### config.mk
export PLATFORM = sky130hd
export DESIGN_NAME = bma_ctrl
export DESIGN_NICKNAME = d
export VERILOG_FILES = /design/src/rtl/core/bma_pkg.sv /design/src/rtl/core/bma_ctrl.sv
export VERILOG_INCLUDE_DIRS = /design/src /design/src/rtl/core
export SDC_FILE = /design/constraint.sdc
export NUM_CORES = 1
export LEC_CHECK = 0
export BUFFER_PORTS_ARGS = -buffer_cell sky130_fd_sc_hd__buf_2
export CAP_MARGIN = 10
export CORE_UTILIZATION = 49
export CTS_CLUSTER_DIAMETER = 200
export DETAILED_ROUTE_END_ITERATION = 10
export HOLD_SLACK_MARGIN = 0.06
export PLACE_DENSITY = 0.83
export RECOVER_POWER = 50
export SLEW_MARGIN = 20
export SYNTH_ARGS = -nofsm -noshare
export SYNTH_HDL_FRONTEND = slang
export SYNTH_SLANG_ARGS = --single-unit
### constraint.sdc
create_clock -name clk -period 3.3 [get_ports clk]
set_input_delay 0.33 -clock clk [delete_from_list [all_inputs] [get_ports clk]]
set_output_delay 0.33 -clock clk [all_outputs]
set_load 0.02 [all_outputs]
### src/rtl/core/block_map_allocator_unit_defines.svh
// ----------------------------------------------------------------------------
// block_map_allocator_unit_defines
// Assertion macros for the allocator RTL (used by bma_ctrl).
// ----------------------------------------------------------------------------
`ifndef BLOCK_MAP_ALLOCATOR_UNIT_DEFINES_SVH
`define BLOCK_MAP_ALLOCATOR_UNIT_DEFINES_SVH
`ifndef ASSERT_OFF
`define BMA_ASSERT(label, clk, rst_n, prop, msg) \
	label: assert property (@(posedge clk) disable iff (!rst_n) prop) else $error(msg);
`define BMA_ASSERT_NEVER(label, clk, rst_n, expr, msg) \
	label: assert property (@(posedge clk) disable iff (!rst_n) !(expr)) else $error(msg);
`else
`define BMA_ASSERT(label, clk, rst_n, prop, msg)
`define BMA_ASSERT_NEVER(label, clk, rst_n, expr, msg)
`endif
`endif

### src/rtl/core/bma_pkg.sv
// ----------------------------------------------------------------------------
// bma_pkg
// Types, codes and defaults for the block map allocator.
// ----------------------------------------------------------------------------
package bma_pkg;

	localparam int unsigned BANKS_DEF       = 3;
	localparam int unsigned BLOCKS_DEF      = 1024;
	localparam int unsigned BLOCK_BYTES_DEF = 32;

	localparam int unsigned CFG_W     = 11;
	localparam int unsigned CFG_RESET = 1024;

	localparam logic [1:0] KIND_ALLOC = 2'd0;
	localparam logic [1:0] KIND_FREE  = 2'd1;
	localparam logic [1:0] KIND_USAGE = 2'd2;

	localparam logic [1:0] ST_OK        = 2'd0;
	localparam logic [1:0] ST_NOT_READY = 2'd1;
	localparam logic [1:0] ST_RANGE     = 2'd2;
	localparam logic [1:0] ST_NO_SPACE  = 2'd3;

	typedef struct packed {
		logic [1:0]  kind;
		logic [1:0]  bank;
		logic [15:0] request_bytes;
		logic [15:0] free_offset;
	} bma_req_t;

	typedef struct packed {
		logic [1:0]  status;
		logic [14:0] granted_offset;
		logic [6:0]  usage_percent;
	} bma_rsp_t;

	typedef struct packed {
		logic       load;
		logic       mul;
		logic       set_ready;
		logic       scan_start;
		logic       scan_step;
		logic       mark_start;
		logic       free_rd;
		logic       free_len;
		logic       wr_step;
		logic       clr_step;
		logic       div_start;
		logic       res_load;
		logic [1:0] res_code;
		logic       out_load;
	} bma_cmd_t;

	typedef struct packed {
		logic       clr_done;
		logic       bank_bad;
		logic [1:0] kind;
		logic       ready;
		logic       need_zero;
		logic       range_bad;
		logic       scan_found;
		logic       scan_end;
		logic       wr_none;
		logic       wr_last;
		logic       div_done;
		logic       out_free;
	} bma_stat_t;

endpackage

### src/rtl/core/bma_ctrl.sv
// ----------------------------------------------------------------------------
// bma_ctrl
// Sequencer for clear, allocate scan/mark, free and usage operations.
// ----------------------------------------------------------------------------
`include "block_map_allocator_unit_defines.svh"

module bma_ctrl (
	input  logic               clk,
	input  logic               arst_n,
	input  logic               req_valid,
	output logic               req_stall,
	output bma_pkg::bma_cmd_t  cmd,
	input  bma_pkg::bma_stat_t st
);
	import bma_pkg::*;

	localparam logic [3:0] S_CLR   = 4'd0;
	localparam logic [3:0] S_IDLE  = 4'd1;
	localparam logic [3:0] S_MUL   = 4'd2;
	localparam logic [3:0] S_DEC   = 4'd3;
	localparam logic [3:0] S_SCAN  = 4'd4;
	localparam logic [3:0] S_MARK  = 4'd5;
	localparam logic [3:0] S_FLEN  = 4'd6;
	localparam logic [3:0] S_FCLR  = 4'd7;
	localparam logic [3:0] S_USCAN = 4'd8;
	localparam logic [3:0] S_DIV   = 4'd9;
	localparam logic [3:0] S_DONE  = 4'd10;

	logic [3:0] state_q;
	logic [3:0] nxt;

	always_comb begin
		cmd = '0;
		nxt = state_q;
		unique case (state_q)
			S_CLR: begin
				cmd.clr_step = 1'b1;
				if (st.clr_done)
					nxt = S_IDLE;
			end
			S_IDLE: begin
				if (req_valid) begin
					cmd.load = 1'b1;
					nxt      = S_MUL;
				end
			end
			S_MUL: begin
				cmd.mul = 1'b1;
				nxt     = S_DEC;
			end
			S_DEC: begin
				if (st.bank_bad) begin
					cmd.res_load = 1'b1;
					cmd.res_code = ST_RANGE;
					nxt          = S_DONE;
				end else begin
					unique case (st.kind)
						KIND_ALLOC: begin
							cmd.set_ready = 1'b1;
							if (st.need_zero) begin
								cmd.res_load = 1'b1;
								cmd.res_code = ST_NO_SPACE;
								nxt          = S_DONE;
							end else begin
								cmd.scan_start = 1'b1;
								nxt            = S_SCAN;
							end
						end
						KIND_FREE: begin
							if (!st.ready) begin
								cmd.set_ready = 1'b1;
								cmd.res_load  = 1'b1;
								cmd.res_code  = ST_NOT_READY;
								nxt           = S_DONE;
							end else if (st.range_bad) begin
								cmd.res_load = 1'b1;
								cmd.res_code = ST_RANGE;
								nxt          = S_DONE;
							end else begin
								cmd.free_rd = 1'b1;
								nxt         = S_FLEN;
							end
						end
						KIND_USAGE: begin
							cmd.scan_start = 1'b1;
							nxt            = S_USCAN;
						end
						default: begin
							cmd.res_load = 1'b1;
							cmd.res_code = ST_OK;
							nxt          = S_DONE;
						end
					endcase
				end
			end
			S_SCAN: begin
				cmd.scan_step = 1'b1;
				if (st.scan_found) begin
					cmd.mark_start = 1'b1;
					nxt            = S_MARK;
				end else if (st.scan_end) begin
					cmd.res_load = 1'b1;
					cmd.res_code = ST_NO_SPACE;
					nxt          = S_DONE;
				end
			end
			S_MARK: begin
				cmd.wr_step = 1'b1;
				if (st.wr_last) begin
					cmd.res_load = 1'b1;
					cmd.res_code = ST_OK;
					nxt          = S_DONE;
				end
			end
			S_FLEN: begin
				cmd.free_len = 1'b1;
				nxt          = S_FCLR;
			end
			S_FCLR: begin
				// freeing a free block clears nothing
				if (st.wr_none) begin
					cmd.res_load = 1'b1;
					cmd.res_code = ST_OK;
					nxt          = S_DONE;
				end else begin
					cmd.wr_step = 1'b1;
					if (st.wr_last) begin
						cmd.res_load = 1'b1;
						cmd.res_code = ST_OK;
						nxt          = S_DONE;
					end
				end
			end
			S_USCAN: begin
				cmd.scan_step = 1'b1;
				if (st.scan_end) begin
					cmd.div_start = 1'b1;
					nxt           = S_DIV;
				end
			end
			S_DIV: begin
				if (st.div_done) begin
					cmd.res_load = 1'b1;
					cmd.res_code = ST_OK;
					nxt          = S_DONE;
				end
			end
			S_DONE: begin
				if (st.out_free) begin
					cmd.out_load = 1'b1;
					nxt          = S_IDLE;
				end
			end
			default: nxt = S_IDLE;
		endcase
	end

	always_ff @(posedge clk or negedge arst_n) begin
		if (!arst_n)
			state_q <= S_CLR;
		else
			state_q <= nxt;
	end

	assign req_stall = state_q != S_IDLE;

	`BMA_ASSERT(a_accept_to_mul, clk, arst_n, (req_valid && !req_stall) |=> (state_q == S_MUL), "accepted request did not start")
	`BMA_ASSERT(a_done_to_idle, clk, arst_n, (state_q == S_DONE && st.out_free) |=> (state_q == S_IDLE), "result not handed off")
	`BMA_ASSERT(a_clr_blocks, clk, arst_n, (state_q == S_CLR) |-> (req_stall && !cmd.wr_step), "request taken during clear")
	`BMA_ASSERT_NEVER(a_scan_excl, clk, arst_n, st.scan_found && st.scan_end, "scan found and ended together")

endmodule

# After elaboration in Yosys (flattened, before gate mapping)
# Index checks and enable logic that the tools add are counted.
[op_classes]
n_shift = 0
muxes = 51
mul = 0
eq_ne = 19
reduce_logical = 4
addsub = 0
div = 0
order_cmp = 0
bitwise = 0
[op_table]
columns = ["op", "count"]
rows = [
  ["$mux 4", 13],
  ["$pmux 4 s11", 1],
  ["$mux 3", 9],
  ["$mux 1", 20],
  ["$eq 4x3->1 const B", 4],
  ["$pmux 3 s5", 1],
  ["$eq 4x4->1 const B", 3],
  ["$pmux 4 s3", 1],
  ["$ne 2x2->1 const B", 5],
  ["$pmux 3 s3", 1],
  ["$eq 4x2->1 const B", 2],
  ["$pmux 1 s2", 3],
  ["$reduce_and 6->1", 1],
  ["$eq 4x1->1 const B", 1],
  ["$logic_not 4->1", 1],
  ["$mux 2", 2],
  ["$ne 4x1->1 const B", 1],
  ["$ne 3x3->1 const B", 1],
  ["$eq 2x1->1 const B", 1],
  ["$eq 2x2->1 const B", 1],
  ["$logic_not 2->1", 1],
  ["$reduce_or 2->1", 1],
]
[word_totals]
ramBits = 0
latchBits = 0
input_bits = 16
n_memories = 0
word_cells = 75
mem_bits_ro = 0
out_inout_bits = 16
register_bits = 4

# Longest topological paths before layout
# Gate-level depths: netlist of run 1.
[logic_depth]
ltp_word = 5
mapped_depth = 6
mapped_depth_nobuf = 4

# Least setup slack after synthesis of run 1
# OpenSTA, ideal clock, no wires.
[synth_timing]
path_kind = "register to output"
start = "reg state_q[0]"
end = "out cmd[11] (netlist name)"
arrival_time_ps = 1524
required_time_ps = 2970
path_stages_with_launch = 4
n_path_buf = 1
setup_slack_ps = 1446
path_cell_list = "dfrtp_1 buf_2 and4bb_2 nor4b_1"
[synth_rtl]
columns = ["item", "line_no", "text"]
rows = [
  ["from (decl)", "bma_ctrl.sv:29", "logic [3:0] state_q;"],
  ["from (signal assigned)", "bma_ctrl.sv:162", "state_q <= nxt;"],
  ["to (decl)", "bma_ctrl.sv:12", "output bma_pkg::bma_cmd_t cmd,"],
]

==> results of run 1 <==
## metrics by stage
stage | cell area (um^2) | hold WS (ns) | power (mW) | worst slack (ns) | util (%)
global placement | 813 | 0.133 | 0.434 | 1.45 | 62.5
finish | 840 | 0.306 | 0.504 | 1.16 | 64.5
global route | 840 | 0.306 | 0.546 | 0.992 | 64.5
detailed placement | 813 | 0.136 | 0.443 | 1.43 | 62.5
CTS | 846 | 0.305 | 0.508 | 1.17 | 65.0
floorplan | 687 | 0.0344 | 0.372 | 1.45 | -
## cells by family after synthesis
group                  share of synthesized area [%]
AND/OR/NAND/NOR                                 45.9
AO/OA/AOI/OAI                                   29.3
buffers and inverters                           8.56
flip-flops                                      14.6
multiplexers                                    1.64
## power breakdown
group	internal (mW)	switching (mW)	leakage [nW]
clock	0.0408	0.0216	0.0138
combinational	0.142	0.169	0.341
sequential	0.0644	0.0668	0.0525
total	0.247	0.257	0.407
## path summary, 6_finish.rpt
| kind | from | end | slack [ns] |
|---|---|---|---|
| max in group asynchronous | arst_n | state_q[1]$_DFFE_PN0P_ | 2.67 |
| worst max-delay path | state_q[3]$_DFFE_PN0P_ | cmd[3] | 1.16 |
| worst min-delay path | st[0] | state_q[1]$_DFFE_PN0P_ | 0.31 |
| worst max register to register | state_q[3]$_DFFE_PN0P_ | state_q[3]$_DFFE_PN0P_ | 1.48 |
| min in group asynchronous | arst_n | state_q[2]$_DFFE_PN0P_ | 0.44 |
| worst min register to register | state_q[3]$_DFFE_PN0P_ | state_q[3]$_DFFE_PN0P_ | 0.89 |
## cell usage after synthesis, drive strengths merged
cell,n
buf,7
nand2,7
o21ai,7
nor2,6
nor2b,6
nand2b,5
nand3,5
a21oi,4
and3,4
dfrtp,4
inv,3
nor3b,3
o211ai,3
a32o,2
and2,2
nor4,2
nor4b,2
nor4bb,2
o21a,2
o32ai,2
a21boi,1
a22o,1
a22oi,1
a31oi,1
and3b,1
and4bb,1
clkbuf,1
mux2,1
nand3b,1
nand4bb,1
nor3,1
o211a,1
o21bai,1
o22a,1
o32a,1
or2,1
or4,1
## critical path, delay by kind of cell, from the launching register on
kind / cells / cell delay (ns)
AO/OA/AOI/OAI: 1 / 0.19
buffers and inverters: 1 / 0.16
flip-flops: 1 / 0.62
AND/OR/NAND/NOR: 3 / 0.59
## placed cells by master (no fill, tap or decap), types with 3 or more instances in the layout
cell,instances
nand3_1,5
o21ai_0,6
nand2_1,7
a21oi_1,4
clkbuf_1,5
inv_1,3
nor3b_1,3
clkbuf_4,3
dfrtp_1,4
buf_2,26
nand2b_1,5
nor2b_1,6
nor2_1,6
and3_1,4
## layout make-up
cell class	instances	area (um^2)	share of cell area (%)
flip-flops and latches	4	100	11.9
multi-input cells	80	528	62.9
well taps	15	18.8	2.24
repair buffers	32	159	18.9
clock buffers	3	22.5	2.68
inverters	3	11.3	1.34
## layer usage
metal  vias to the layer above  global-route usage, %  wire length, um
li1                        414                      -                -
met1                       388                   31.4              803
met2                        35                   49.6              919
met3                         2                   3.41              100
met4                         0                   7.76               21
met5                         -                      0                0
## what timing repair did
action | CTS | global route
hold buffers | 1 | 0
endpoints found under the hold margin | 4 | 0
buffers inserted | 0 | 0
==> metrics.md, run 1 <==
| Metric | Value |
|---|---|
| Status | finished clean |
| Remaining global-route overflow | 0 |
| Post-detail-place hpwl | 1380 um |
| Worst-Margin Slew | 0.566 ns |
| Peak supply drop | 0.227 mV |
| Vias per inst | 6.12 |
| First-pass GRT wire length | 2840 um |
| Initial Utilization | 52.8% |
| Worst Hold Class | in -> reg |
| Reg2Reg Depth | 4 |
| Clock Skew | 0.00519 ns |
| Core outline area | 0.00130 mm^2 |
| Ports | 32 |
| CP peak stage delay | 0.62 ns |
| Synth warn | 0 |
| CP max FO | 17 |
| Clock Tree Root | clkbuf_4 |
| H-tree Lvls | 1 |
| Diodes inserted | 0 |
| Fillers | 120 |
| Max-slew violation count | 0 |
| Largest area contributor in the synthesized netlist | dfrtp_1 |
| Most flop-heavy register | state_q |
| Netlist cell types | 41 |
| Mapped Cells | 95 |
| Yosys top cell area share | 14.6% |
| Vias | 839 |
| MaxCap Viol Count | 0 |
| Final min period | 2.14 ns |
| Max FFs per register | 4 |
| Fin crit share | 64.9% |
| Die X | 39.4 um |
| Slowest stage cell, crit path | dfrtp_1 |
| Tot GR Track Use | 26.9% |
| Die ar. | 0.00156 mm^2 |
| Mapped Nets | 111 |
| Crit Path Category | reg -> out |
| TritonCTS buffer count | 3 |
| Clock Tree Buf Depth | 2 |
| Placer Congestion | 0.828 |
| Area of the mapped netlist | 687 um^2 |
| Fin. Hold Viols | 0 |
| DR WL/cell | 13.5 um |
| Synthesized flop and latch total | 4 |
| CTS clock-pin slew for the worst setup and hold paths | 0.04 ns |
| CP arrival | 1.81 ns |
| Post-CTS resize count | 0 |
| Vias in the first global route | 706 |
| Hold Path Stages | 2 |
| Final Non-Filler Cells | 137 |
| WP data required | 2.97 ns |
| Largest net degree at the start of global routing | 22 |
| Sink Count | 4 |
| Finish-stage setup viols | 0 |
| Drt total wl | 1840 um |
| TritonCTS clock tree | done |
| Maximum clock rate | 467 MHz |
| Worst path cell trace | nor2b_1 -> a22o_1 -> nand2_1 -> nand3_1 -> buf_2 |
| # rows | 13 |
| # DRC | 0 |
| Pwr Density | 601 mW/mm^2 |
| Port Buffers | 31 |
| Antenna viol nets, final | 0 |
| DP Cell Count | 133 |
| Regs by FF count | state_q: 4 flops |
| Max_slew headroom | 62.3% |
| Post-synthesis area per instance | 7.23 um^2 |
| Post-synthesis sequential area ratio | 14.6% |
| Ratio of cells with drive above 1 in the final layout | 27.9% |
| Crit start category | flop |
| P&R area growth vs syn | 22.2% |
| DR iter-0 viols | 22 |
| Antenna violations before repair | 0 |
| Clk_lat worst skew | 0.24 ns |
| RSZ-0062 raised after global routing | no |
| Pre-antenna DRT Iters | 4 |
| Ranking of synthesized cells by area | dfrtp_1, nor2b_1, nand2b_1, o21ai_0, nand2_1 |
| Setup crit end kind | output pin |
| P_leak | 0.407 nW |
| Final #Nets | 140 |
| Die Ht | 39.4 um |
| Total negative slack | 0 ns |
No activity file was read; power rests on OpenSTA's default activity.
==> run 2: changes to the inputs <==
--- a/config.mk
+++ b/config.mk
@@ -6,13 +6,14 @@
 export SDC_FILE = /design/constraint.sdc
 export NUM_CORES = 1
 export LEC_CHECK = 0
+export ABC_AREA = 1
 export BUFFER_PORTS_ARGS = -buffer_cell sky130_fd_sc_hd__buf_2
 export CAP_MARGIN = 10
-export CORE_UTILIZATION = 49
+export CORE_UTILIZATION = 44
 export CTS_CLUSTER_DIAMETER = 200
 export DETAILED_ROUTE_END_ITERATION = 10
 export HOLD_SLACK_MARGIN = 0.06
-export PLACE_DENSITY = 0.83
+export PLACE_DENSITY = 0.77
 export RECOVER_POWER = 50
 export SLEW_MARGIN = 20
 export SYNTH_ARGS = -nofsm -noshare
==> constraint.sdc (replaced) <==
create_clock -name clk -period 2.2 [get_ports clk]
set_input_delay 0.22 -clock clk [delete_from_list [all_inputs] [get_ports clk]]
set_output_delay 0.22 -clock clk [all_outputs]
set_load 0.02 [all_outputs]
==> run 2 against run 1 <==
Flip-flop and latch count did not move. Die area up 4.8%. Synthesized cell count increased by 39%. Critical path depth decreased by 1. Clock power grew 53%. Wire length is 4.8% lower. Non-clock buffer count unchanged. Hold slack lost 0.0077 ns. Critical path type unchanged.
==> metrics.md, run 2 <==
| Metric | Value |
|---|---|
| Synthesized flop and latch total | 4 (unchanged) |
| Largest net degree at the start of global routing | 8 (was 22) |
| Maximum clock rate | 533 MHz |
| Adder-cell share of the synthesized area | 0% (unchanged) |
| Hold Path Stages | 4 (was 2) |
| Fin. Hold Viols | 0 (unchanged) |
| Worst R2R End | state_q[3]$_DFFE_PN0P_ (unchanged) |
| Max-slew violation count | 0 (unchanged) |
| Antenna violations before repair | 0 (unchanged) |
| Vias | 902 (was 839) |
| Post-synth ARST share | 100% (unchanged) |
| Setup crit end kind | output pin (unchanged) |
| P_leak | 0.556 nW (was 0.407 nW) |
| Worst-Margin Slew | 0.363 ns (was 0.566 ns) |
| First-pass GRT wire length | 2640 um (was 2840 um) |
| Netlist cell types | 15 (was 41) |
| Die ar. | 0.00163 mm^2 (was 0.00156 mm^2) |
| Die X | 40.4 um (was 39.4 um) |
| Placer Congestion | 0.814 (was 0.828) |
| Regs by FF count | state_q: 4 flops (unchanged) |
| CP arrival | 1.66 ns (was 1.81 ns) |
| Clk_lat worst skew | 0.24 ns (about the same) |
| Post-synthesis sequential area ratio | 15.4% (was 14.6%) |
| Post-detail-place hpwl | 1500 um (was 1380 um) |
| Pwr Density | 970 mW/mm^2 (was 601 mW/mm^2) |
| Worst path cell trace | nor2_2 -> nand2_1 -> a2111oi_1 -> buf_2 (was nor2b_1 -> a22o_1 -> nand2_1 -> nand3_1 -> buf_2) |
| Sink Count | 4 (unchanged) |
| Die Ht | 40.4 um (was 39.4 um) |
| Post-CTS Setup Repair Bufs | 0 (unchanged) |
| Worst Hold Launch | st[0] (unchanged) |
| Post-Synth XOR/XNOR Area | 0% (unchanged) |
| Reg2Reg Depth | 9 (was 4) |
| Compound-Gate Fraction of Synth Area | 6.95% (was 29.3%) |
| Commonest cells after routing, fill and taps aside | nand2_1, buf_2, nor2_1 (was buf_2, nand2_1, nor2_1, nor2b_1, o21ai_0) |
| Finish-stage setup viols | 0 (unchanged) |
| Mapped Nets | 148 (was 111) |
| Max_slew headroom | 75.7% (was 62.3%) |
| Port Buffers | 31 (unchanged) |
| Clock Tree Buf Depth | 2 (unchanged) |
| WP data required | 1.98 ns (was 2.97 ns) |
| Initial Utilization | 48.6% (was 52.8%) |
| Total negative slack | 0 ns (unchanged) |
| Yosys top cell area share | 27.8% (was 14.6%) |
| Core outline area | 0.00133 mm^2 (was 0.00130 mm^2) |
| Final min period | 1.88 ns |
| R2R Setup Slk | 0.80 ns (was 1.48 ns) |
| Post-CTS resize count | 0 (unchanged) |
| TritonCTS buffer count | 3 (unchanged) |
| Hold path endpoint | state_q[1]$_DFFE_PN0P_ (unchanged) |
| Top-count cell post-synth | nand2_1 (unchanged) |
| Max FFs per register | 4 (unchanged) |
| Crit Path Category | reg -> out (unchanged) |
| Area of the mapped netlist | 648 um^2 (was 687 um^2) |
| Ports | 32 (unchanged) |
| Pre-antenna DRT Iters | 4 (unchanged) |
| Most flop-heavy register | state_q (unchanged) |
| Clock Tree Root | clkbuf_4 (unchanged) |
| P&R area growth vs syn | 29.3% (was 22.2%) |
| Ranking of synthesized cells by area | nand2_1, dfrtp_1, inv_1, nand3_1, nor2_1 (was dfrtp_1, nor2b_1, nand2b_1, o21ai_0, nand2_1) |
| Clock Skew | 0.0115 ns (was 0.00519 ns) |
| Vias per inst | 4.96 (was 6.12) |
| Crit start category | flop (unchanged) |
| Final #Nets | 185 (was 140) |
| CP peak stage delay | 0.45 ns (was 0.62 ns) |
| Diodes inserted | 0 (unchanged) |
| Drt total wl | 1760 um (was 1840 um) |
| FF-to-FF Start | state_q[3]$_DFFE_PN0P_ (unchanged) |
| Remaining global-route overflow | 0 (unchanged) |
| MaxCap Viol Count | 0 (unchanged) |
| DP Cell Count | 178 (was 133) |
| Post-synthesis area per instance | 4.91 um^2 (was 7.23 um^2) |
| Post-synth EDFFs | 0 (unchanged) |
| Vias in the first global route | 706 (unchanged) |
| Mapped Cells | 132 (was 95) |
| H-tree Lvls | 1 (unchanged) |
| Antenna viol nets, final | 0 (unchanged) |
| Main combinational cell family by area after synthesis | simple AND/OR/NAND/NOR gates (unchanged) |
| Largest area contributor in the synthesized netlist | nand2_1 (was dfrtp_1) |
| Ratio of cells with drive above 1 in the final layout | 25.1% (was 27.9%) |
| Status | finished clean (unchanged) |
| DR iter-0 viols | 16 (was 22) |
| Top cells by count, synth | nand2_1, inv_1, nor2_1 (was nand2_1, nor2_1, nor2b_1, o21ai_0) |
| # DRC | 0 (unchanged) |
| TritonCTS clock tree | done (unchanged) |
| RSZ-0062 raised after global routing | no (unchanged) |
| Post-synth top flop | dfrtp_1 (unchanged) |
| Fin crit share | 85.3% |
| Final Non-Filler Cells | 182 (was 137) |
| Worst Hold Class | in -> reg (unchanged) |
| DR WL/cell | 9.64 um (was 13.5 um) |
| Tot GR Track Use | 24.9% (was 26.9%) |
| Peak supply drop | 0.519 mV (was 0.227 mV) |
| Commonest non-fill, non-tap cell in the layout | nand2_1 (was buf_2) |
| Simple-Gate Fraction of Synth Area | 62.0% (was 45.9%) |
| Mux cell area share after synthesis | 0% (was 1.64%) |
| CP max FO | 6 (was 17) |
| Synth warn | 0 (unchanged) |
| # rows | 13 (unchanged) |
| CTS clock-pin slew for the worst setup and hold paths | 0.04 ns (about the same) |
| Slowest stage cell, crit path | dfrtp_1 (unchanged) |
==> run 2: logic make-up (layout without fill, tap and decap cells) <==
kind of cell           Yosys count  after routing
AND/OR/NAND/NOR                 93             93
flip-flops                       4              4
buffers and inverters           27             62
AO/OA/AOI/OAI                    8              8
==> run 2: metal layers <==
metal	up-vias	global-route usage [%]	part of all wire, %
li1	477	-	-
met1	396	26.6	43
met2	25	46.4	51
met3	4	3.33	3.6
met4	0	12.5	1.8
met5	-	0	0
==> run 2: critical path: cells and delay by family (launching register included) <==
family | cells | cell delay, ns
compound gates | 1 | 0.30
buf+inv | 1 | 0.23
flops | 1 | 0.45
simple gates | 2 | 0.44
==> run 2: power breakdown <==
| part | internal, mW | total, mW | switching [mW] |
|---|---|---|---|
| sequential | 0.103 | 0.147 | 0.0435 |
| clock | 0.0613 | 0.0952 | 0.0339 |
| combinational | 0.183 | 0.571 | 0.388 |
==> run 2: area by class of cell <==
class,instances,area (um^2)
clock buffers,3,22.5
fillers,154,495
inverters,27,101
multi-input cells,101,434
flip-flops and latches,4,100
well taps,15,18.8
repair buffers,32,161
==> run 2: how the worst max path moves through the flow <==
stage	from	end	slack [ns]	depth (start not counted)
final	state_q[3]$_DFFE_PN0P_	cmd[12]	0.32	4
after global routing	state_q[3]$_DFFE_PN0P_	cmd[12]	0.15	4
after detailed placement	state_q[3]$_DFFE_PN0P_	cmd[12]	0.56	4
after global placement	state_q[3]$_DFFE_PN0P_	cmd[12]	0.65	4
after CTS	state_q[3]$_DFFE_PN0P_	cmd[12]	0.30	4
after floorplan	state_q[3]$_DFFE_PN0P_	cmd[12]	0.38	3
==> run 2: repair_timing <==
item,CTS,global route
endpoints found under the setup margin,0,0
endpoints found under the hold margin,4,0
hold buffers,1,0
==> run 2: metrics by stage <==
step                setup slack [ns]  hold slack (ns)  util (%)  total power [mW]  area [um^2]
floorplan                      0.385          -0.0756         -             0.587          648
detailed placement             0.561           0.0288      61.6             0.737          822
finish                         0.322            0.299      62.9             0.813          838
global route                   0.150            0.320      62.9             0.909          838
global placement               0.653           0.0265      61.6             0.732          822
CTS                            0.300            0.303      64.1             0.838          855
==> run 3: changes to the inputs <==
--- a/config.mk
+++ b/config.mk
@@ -6,14 +6,13 @@
 export SDC_FILE = /design/constraint.sdc
 export NUM_CORES = 1
 export LEC_CHECK = 0
-export ABC_AREA = 1
 export BUFFER_PORTS_ARGS = -buffer_cell sky130_fd_sc_hd__buf_2
 export CAP_MARGIN = 10
-export CORE_UTILIZATION = 44
+export CORE_UTILIZATION = 45
 export CTS_CLUSTER_DIAMETER = 200
 export DETAILED_ROUTE_END_ITERATION = 10
 export HOLD_SLACK_MARGIN = 0.06
-export PLACE_DENSITY = 0.77
+export PLACE_DENSITY = 0.78
 export RECOVER_POWER = 50
 export SLEW_MARGIN = 20
 export SYNTH_ARGS = -nofsm -noshare
==> run 3 against run 2 <==
Clock skew fell by 0.0087 ns. Wire length rose by 2.2%. Global-route usage fell by 2.2 points. Final cell count fell by 24%. Clock-buffer cell count did not move. Clock power fell by 7.4%. Utilization fell by 0.76 points. Critical endpoint is now cmd[3]. Largest cell class unchanged. Critical path type unchanged. Fmax fell by 7.8%. Hold slack got worse by 0.085 ns. First-iteration DRC count rose by 50%.
==> metrics.md, run 3 (synthesized netlist as in run 1, its figures left out) <==
| Metric | Value |
|---|---|
| TritonCTS clock tree | done (unchanged) |
| FF-to-FF Start | state_q[0]$_DFFE_PN0P_ (was state_q[3]$_DFFE_PN0P_) |
| Vias in the first global route | 612 (was 706) |
| # rows | 13 (unchanged) |
| Status | finished clean (unchanged) |
| Vias per inst | 6.01 (was 4.96) |
| Ports | 32 (unchanged) |
| Ratio of cells with drive above 1 in the final layout | 29.3% (was 25.1%) |
| Clock Tree Buf Depth | 2 (unchanged) |
| Commonest non-fill, non-tap cell in the layout | buf_2 (was nand2_1) |
| WP data required | 1.98 ns (about the same) |
| Pre-antenna DRT Iters | 4 (unchanged) |
| Max_slew headroom | 61.9% (was 75.7%) |
| Finish-stage setup viols | 0 (unchanged) |
| Hold slack | 0.214 ns (was 0.299 ns) |
| WP buf/inv | 1 (unchanged) |
| Slowest stage cell, crit path | dfrtp_1 (unchanged) |
| CP max FO | 15 (was 6) |
| Vias | 829 (was 902) |
| Die ar. | 0.00169 mm^2 (was 0.00163 mm^2) |
| Worst path cell trace | nor2b_1 -> a22o_1 -> nand2_1 -> nand3_1 -> buf_2 (was nor2_2 -> nand2_1 -> a2111oi_1 -> buf_2) |
| Sink Count | 4 (unchanged) |
| Place WS | 0.434 ns (was 0.561 ns) |
| Core outline area | 0.00137 mm^2 (was 0.00133 mm^2) |
| Fin area | 848 um^2 (was 838 um^2) |
| P_leak | 0.415 nW (was 0.556 nW) |
| Fin crit share | 92.5% (was 85.3%) |
| Setup crit end kind | output pin (unchanged) |
| Initial Utilization | 50.3% (was 48.6%) |
| Drt total wl | 1790 um (was 1760 um) |
| Remaining global-route overflow | 0 (unchanged) |
| Clock Skew | 0.00284 ns (was 0.0115 ns) |
| Tot GR Track Use | 22.7% (was 24.9%) |
| Final min period | 2.04 ns (was 1.88 ns) |
| DR WL/cell | 13.0 um (was 9.64 um) |
| Max FFs per register | 4 (unchanged) |
| DR iter-0 viols | 24 (was 16) |
| # DRC | 0 (unchanged) |
| First-pass GRT wire length | 2530 um (was 2640 um) |
| Antenna violations before repair | 0 (unchanged) |
| Port Buffers | 31 (unchanged) |
| Die Ht | 41.1 um (was 40.4 um) |
| Antenna viol nets, final | 0 (unchanged) |
| Final setup margin | 0.164 ns (was 0.322 ns) |
| CP arrival | 1.82 ns (was 1.66 ns) |
| H-tree Lvls | 1 (unchanged) |
| Peak supply drop | 0.908 mV (was 0.519 mV) |
| CTS clock-pin slew for the worst setup and hold paths | 0.04 ns (about the same) |
| Critical path's top delay family | simple AND/OR/NAND/NOR gates (was flip-flops) |
| Diodes inserted | 0 (unchanged) |
| Largest net degree at the start of global routing | 22 (was 8) |
| MaxCap Viol Count | 0 (unchanged) |
| Crit Path Category | reg -> out (unchanged) |
| Most flop-heavy register | state_q (unchanged) |
| Worst-Margin Slew | 0.571 ns (was 0.363 ns) |
| Die X | 41.1 um (was 40.4 um) |
| RSZ-0062 raised after global routing | no (unchanged) |
| Pwr Density | 899 mW/mm^2 (was 970 mW/mm^2) |
| Maximum clock rate | 491 MHz (was 533 MHz) |
| CP peak stage delay | 0.57 ns (was 0.45 ns) |
| Commonest cells after routing, fill and taps aside | buf_2, nand2_1, nor2_1, nor2b_1, o21ai_0 (was nand2_1, buf_2, nor2_1) |
| Regs by FF count | state_q: 4 flops (unchanged) |
| Post-detail-place hpwl | 1320 um (was 1500 um) |
| Clock Tree Root | clkbuf_4 (unchanged) |
| Final #Nets | 141 (was 185) |
| Worst Hold Launch | st[0] (unchanged) |
| Clk_lat worst skew | 0.23 ns (was 0.24 ns) |
| Crit start category | flop (unchanged) |
| Crit. Startpoint | state_q[2]$_DFFE_PN0P_ (was state_q[3]$_DFFE_PN0P_) |
| Total negative slack | 0 ns (unchanged) |
| Placed inst area | 821 um^2 (was 822 um^2) |
| Max-slew violation count | 0 (unchanged) |
| Worst Hold Class | in -> reg (unchanged) |
| Fin. Hold Viols | 0 (unchanged) |
| TritonCTS buffer count | 3 (unchanged) |
| P&R area growth vs syn | 23.5% (was 29.3%) |
| Placer Congestion | 0.818 (was 0.814) |
| Post-CTS resize count | 0 (unchanged) |
run 3: path summary, 6_finish.rpt:
| kind | to | slack [ns] | cells past startpoint |
|---|---|---|---|
| min in group asynchronous | state_q[2]$_DFFE_PN0P_ | 0.34 | 2 |
| hold / removal | state_q[1]$_DFFE_PN0P_ | 0.21 | 2 |
| hold reg to reg | state_q[3]$_DFFE_PN0P_ | 0.81 | 2 |
| setup reg to reg | state_q[3]$_DFFE_PN0P_ | 0.43 | 4 |
| setup / recovery | cmd[3] | 0.16 | 5 |
| max in group asynchronous | state_q[1]$_DFFE_PN0P_ | 1.68 | 2 |
run 3: report_power, final:
group          internal, mW  switching (mW)
clock                0.0608          0.0274
sequential           0.0970          0.0821
combinational         0.222           0.273
run 3: final cells by class:
type	count	area, um^2
Fill cell	139	518
Multi-Input combinational cell	80	528
Tap cell	15	18.8
Clock buffer	3	22.5
Sequential cell	4	100
Inverter	3	11.3
Timing Repair Buffer	33	168
run 3: what timing repair did:
item / CTS / global route
endpoints found under the hold margin: 4 / 0
setup buffers: 0 / 0
hold buffers: 1 / 0
run 3: per-stage QoR:
stage               utilization, %  cells  power, mW
global route                  62.1    138      0.829
detailed placement            60.1    134      0.673
CTS                           62.5    138      0.768
finish                        62.1    138      0.762
floorplan                        -     95      0.558
global placement              60.1    134      0.668
run 3: routing by layer:
layer  track usage [%]  part of all wire, %  vias to the layer above
met2              35.2                   47                       37
met5                 0                    0                        -
li1                  -                    -                      414
met1              30.6                   47                      378
met3              3.26                  5.7                        0
met4              10.0                    0                        0
